[config.mk]
export PLATFORM = sky130hd
export DESIGN_NAME = hbsf_lzc
export DESIGN_NICKNAME = d
export VERILOG_FILES = /design/src/hdl/hbsf_lzc.sv
export SDC_FILE = /design/constraint.sdc
export NUM_CORES = 1
export LEC_CHECK = 0
export BUFFER_PORTS_ARGS = -buffer_cell sky130_fd_sc_hd__buf_2
export CAP_MARGIN = 15
export CELL_PAD_IN_SITES_DETAIL_PLACEMENT = 0
export CELL_PAD_IN_SITES_GLOBAL_PLACEMENT = 1
export CORE_ASPECT_RATIO = 1.2
export CORE_MARGIN = 1
export CORE_UTILIZATION = 21
export DETAILED_ROUTE_END_ITERATION = 8
export GPL_ROUTABILITY_DRIVEN = 0
export GPL_TIMING_DRIVEN = 1
export MAX_ROUTING_LAYER = met4
export PLACE_DENSITY = 0.91
export SLEW_MARGIN = 20
export SYNTH_ARGS = -nofsm -noshare
export SYNTH_HDL_FRONTEND = slang
export SYNTH_SLANG_ARGS = --single-unit
[constraint.sdc]
create_clock -name vclk -period 1.5
set_input_delay 0.15 -clock vclk [all_inputs]
set_output_delay 0.15 -clock vclk [all_outputs]
set_load 0.02 [all_outputs]
[src/hdl/hbsf_lzc.sv]
// Lowest-set-bit finder for one word.
// Depends on nothing but its parameter; found is low when the word is zero.
module hbsf_lzc #(
   parameter int WIDTH = 64
) (
   input  logic [WIDTH-1:0]         word,
   output logic                     found,
   output logic [$clog2(WIDTH)-1:0] pos
);
   always_comb begin
      found = 1'b0;
      pos   = '0;
      for (int i = WIDTH - 1; i >= 0; i--) begin
         if (word[i]) begin
            found = 1'b1;
            pos   = ($clog2(WIDTH))'(i);
         end
      end
   end
endmodule

* Word level (Yosys, flattened, before mapping)
Index checks and enable logic that the tools add are counted.
** Storage, ports and cells
- Flip-flop bits (word level) :: 0
- Output and inout port bits :: 7
- Bits of input ports :: 64
- Word-level logic and storage cells :: 128
** Operators by class
- Mux-type cells :: 128
** Operators by type and width (number)
- 6-bit two-way mux :: 64
- 1-bit two-way mux :: 64

* Longest topological paths before layout
- Depth after elaboration :: 64
- Gate-level depth with buffers :: 6
- Gate-level depth less buffers :: 6

* Worst setup path after synthesis
Ideal clock, no wire load.
- Kind :: input port to output port
- From :: input port word[56]
- To :: output port pos[2]
- Setup slack :: -0.135 ns
- Arrival time :: 1.485 ns
- Stages on the path :: 6
- Path buffers :: 0
- Required time :: 1.350 ns
- Cell sequence :: or4_4 -> o21ai_1 -> a21oi_1 -> o21ai_1 -> o2111ai_1 -> a21boi_1
** Between the ends
- Word-level cells in the longest chain between the ends :: 57
** RTL lines
- start: declaration :: RTL line 6 : input logic [WIDTH-1:0] word,
- 6-bit two-way mux (57 in a row) :: RTL line 14 : if (word[i]) begin
- end: declaration :: RTL line 8 : output logic [$clog2(WIDTH)-1:0] pos
Every way passes these cells.

* Worst setup path in the final report
Same ends and word-level chain as after synthesis.

==> summary.log <==
[outcome] run status complete, but fails checks
[outcome] failing checks DRC, setup timing
[finish] # clk buffers 0
[worst_hold_path] kind of path behind the tightest hold check in -> out
[route] overall routed net length 3.44 mm
[route] count of unresolved DRC violations after routing 12
[synth] share of the synthesized area in the top cell type 0.143
[finish] Seq. cell area 0 um2
[finish] antenna diode count 0
[worst_hold_path] Hold Path Cell Cnt 5
[worst_setup_path] Max FO, Critical Path 2
[worst_setup_path] kind of critical path in -> out
[synth] Netlist cell types 34
[floorplanning] DIE WIDTH 57.0 um
[finish] layout cell share with drive strength beyond 1 0.556
[cts] buffers inserted by post-CTS timing repair 0
[route] via count 1498
[place] count of buffers from port buffering 71
[worst_setup_path] CP startpoint word[56]
[synth] Gate Count Post-Synth 140
[job] Max-Cap Viols 0
[finish] number of nets in the final layout 323
[floorplanning] die area 3880 um2
[global_route] maximum number of pins on one net before global-route repair 5
[route] number of nets with antenna violations after routing 0
[synth] cell with the most instances after synthesis sky130_fd_sc_hd__nor2_1
[floorplanning] placeable core area 3400 um2
[global_route] antenna violations before repair 0
[worst_setup_path] sort of element at the end of the critical path output pin
[timing] final period utilization 1.14
[finish] flip-flop and latch count 0
[power] worst vdd ir 0.0824 mV
[route] average routed wire per standard cell 11.7 um
[synth] top area cells in the synthesized netlist sky130_fd_sc_hd__nor2_1 14%, sky130_fd_sc_hd__nor4_1 12%, sky130_fd_sc_hd__a21oi_1 8.5%
[floorplanning] height of the chip 68.0 um
[synth] Mapped Area 763 um2
[synth] synthesized netlist net count 204
[synth] top cell types by occurrence after synthesis 29 x sky130_fd_sc_hd__nor2_1, 15 x sky130_fd_sc_hd__nor4_1, 13 x sky130_fd_sc_hd__a21oi_1
[route] Detailed Routing Iterations Pass 1 6
[finish] layout-stage area growth over the synthesis result 124%
[global_route] global-route total usage across every layer 0.178
[route] DR vias/cell 5.10
[synth] Yosys warning count 0
[timing] max-slew violation total from the final report 0
[worst_setup_path] data required time at the worst endpoint 1.35 ns
[floorplanning] FP Rows 23
[cts] count of hold buffers inserted by post-cts repair 0
[timing] transition at the pin with the smallest max-transition slack 0.369 ns
[synth] sequential area share after synthesis 0
[timing] accumulated negative setup slack -0.888 ns
[power] Pleak 0.822 nW
[finish] final design utilization 0.504
[global_route] Congestion Overflow GR 0
[global_route] global-route wire length before repair 5.52 mm
[floorplanning] io pins 71
[route] starting DRC count in detailed routing 58
[timing] final critical-path setup slack -0.205 ns
[power] power density normalized to cell area 207 nW/um2
[synth] mean instance size in the synthesized netlist 5.45 um2
[floorplanning] initial cell density of the core 0.225
[finish] Fill cells 365
[worst_setup_path] data arrival time of the critical path 1.56 ns
[timing] final setup violation count 7
[synth] post-synthesis cell type with the largest combined area sky130_fd_sc_hd__nor2_1
[worst_setup_path] kind of start point of the critical path input port
[timing] maximum clock frequency 0.586 GHz
[timing] RSZ-0062 raised after global routing yes
[timing] final number of hold-violating endpoints 0
[place] half-perimeter wire length of the detailed placement result 2.89 mm
[timing] max_slew headroom 0.751
[worst_setup_path] capturing instance or port of the critical path pos[2]
[timing] Hold WS 0.807 ns
[timing] final critical path time including I/O delays and setup 1.71 ns
[global_route] number of global-route vias before repair 1402
final cells by class:
class              instances  area, um2  area share
repair buffers           117        777       0.454
inverters                 12       45.0      0.0263
well taps                 37       46.3      0.0271
multi-input cells        128        842       0.492
worst max-delay path, stage by stage:
cell and delay (ns):
sky130_fd_sc_hd__buf_6 0.09, sky130_fd_sc_hd__or4_4 0.54, sky130_fd_sc_hd__o21ai_2 0.14, sky130_fd_sc_hd__a21oi_1 0.08, sky130_fd_sc_hd__o21ai_1 0.15, sky130_fd_sc_hd__o2111ai_2 0.12
sky130_fd_sc_hd__a21boi_2 0.15, sky130_fd_sc_hd__buf_6 0.13
metal layers:
layer | vias to the layer above | GRT usage | part of all wire
met2 | 57 | 0.372 | 0.53
met5 | - | - | 0
li1 | 781 | - | -
met4 | 0 | 0.0122 | 0.0067
met1 | 658 | 0.189 | 0.40
met3 | 2 | 0.0113 | 0.066
power by group:
| part | internal (mW) | switching, mW | leakage [nW] |
|---|---|---|---|
| clock network | 0 | 0 | 0 |
| logic | 0.193 | 0.161 | 0.822 |
| registers | 0 | 0 | 0 |
| total | 0.193 | 0.161 | 0.822 |
cells by family after synthesis:
logic type,synth area share
AO/OA/AOI/OAI,0.390
buffers and inverters,0.0590
AND/OR/NAND/NOR,0.551
what timing repair did:
item | CTS | global route
pin swaps | 11 | 0
endpoints found under the hold margin | 0 | 0
setup endpoints to repair | 7 | 7
resized for setup | 39 | 5
through the flow:
stage	power [mW]	instances	setup WS, ns	cell area (um2)
after global routing	0.389	294	-0.310	1710
final	0.354	294	-0.205	1710
after detailed placement	0.319	294	-0.262	1520
after floorplan	0.0872	140	-0.0115	774
after CTS	0.347	294	-0.200	1690
after global placement	0.314	294	-0.253	1520
layout by cell type (no fill, tap or decap), types with 3 or more instances in the layout:
master and instances:
sky130_fd_sc_hd__nor3_1 10, sky130_fd_sc_hd__a21oi_1 12, sky130_fd_sc_hd__inv_1 12, sky130_fd_sc_hd__or4_4 4, sky130_fd_sc_hd__nor4_1 13, sky130_fd_sc_hd__nand2_1 6, sky130_fd_sc_hd__nor2_1 26, sky130_fd_sc_hd__buf_2 57
sky130_fd_sc_hd__o21ai_0 8, sky130_fd_sc_hd__nand3_1 3, sky130_fd_sc_hd__o21ai_1 3, sky130_fd_sc_hd__buf_4 49, sky130_fd_sc_hd__buf_6 11
worst min path at each step:
stage	start	end	slack, ns
after global routing	word[22]	pos[0]	0.84
after floorplan	word[0]	pos[1]	0.48
after global placement	word[22]	pos[0]	0.79
final	word[22]	pos[0]	0.81
after detailed placement	word[22]	pos[0]	0.79
after CTS	word[22]	pos[0]	0.82
No activity file was read; power rests on OpenSTA's default activity.
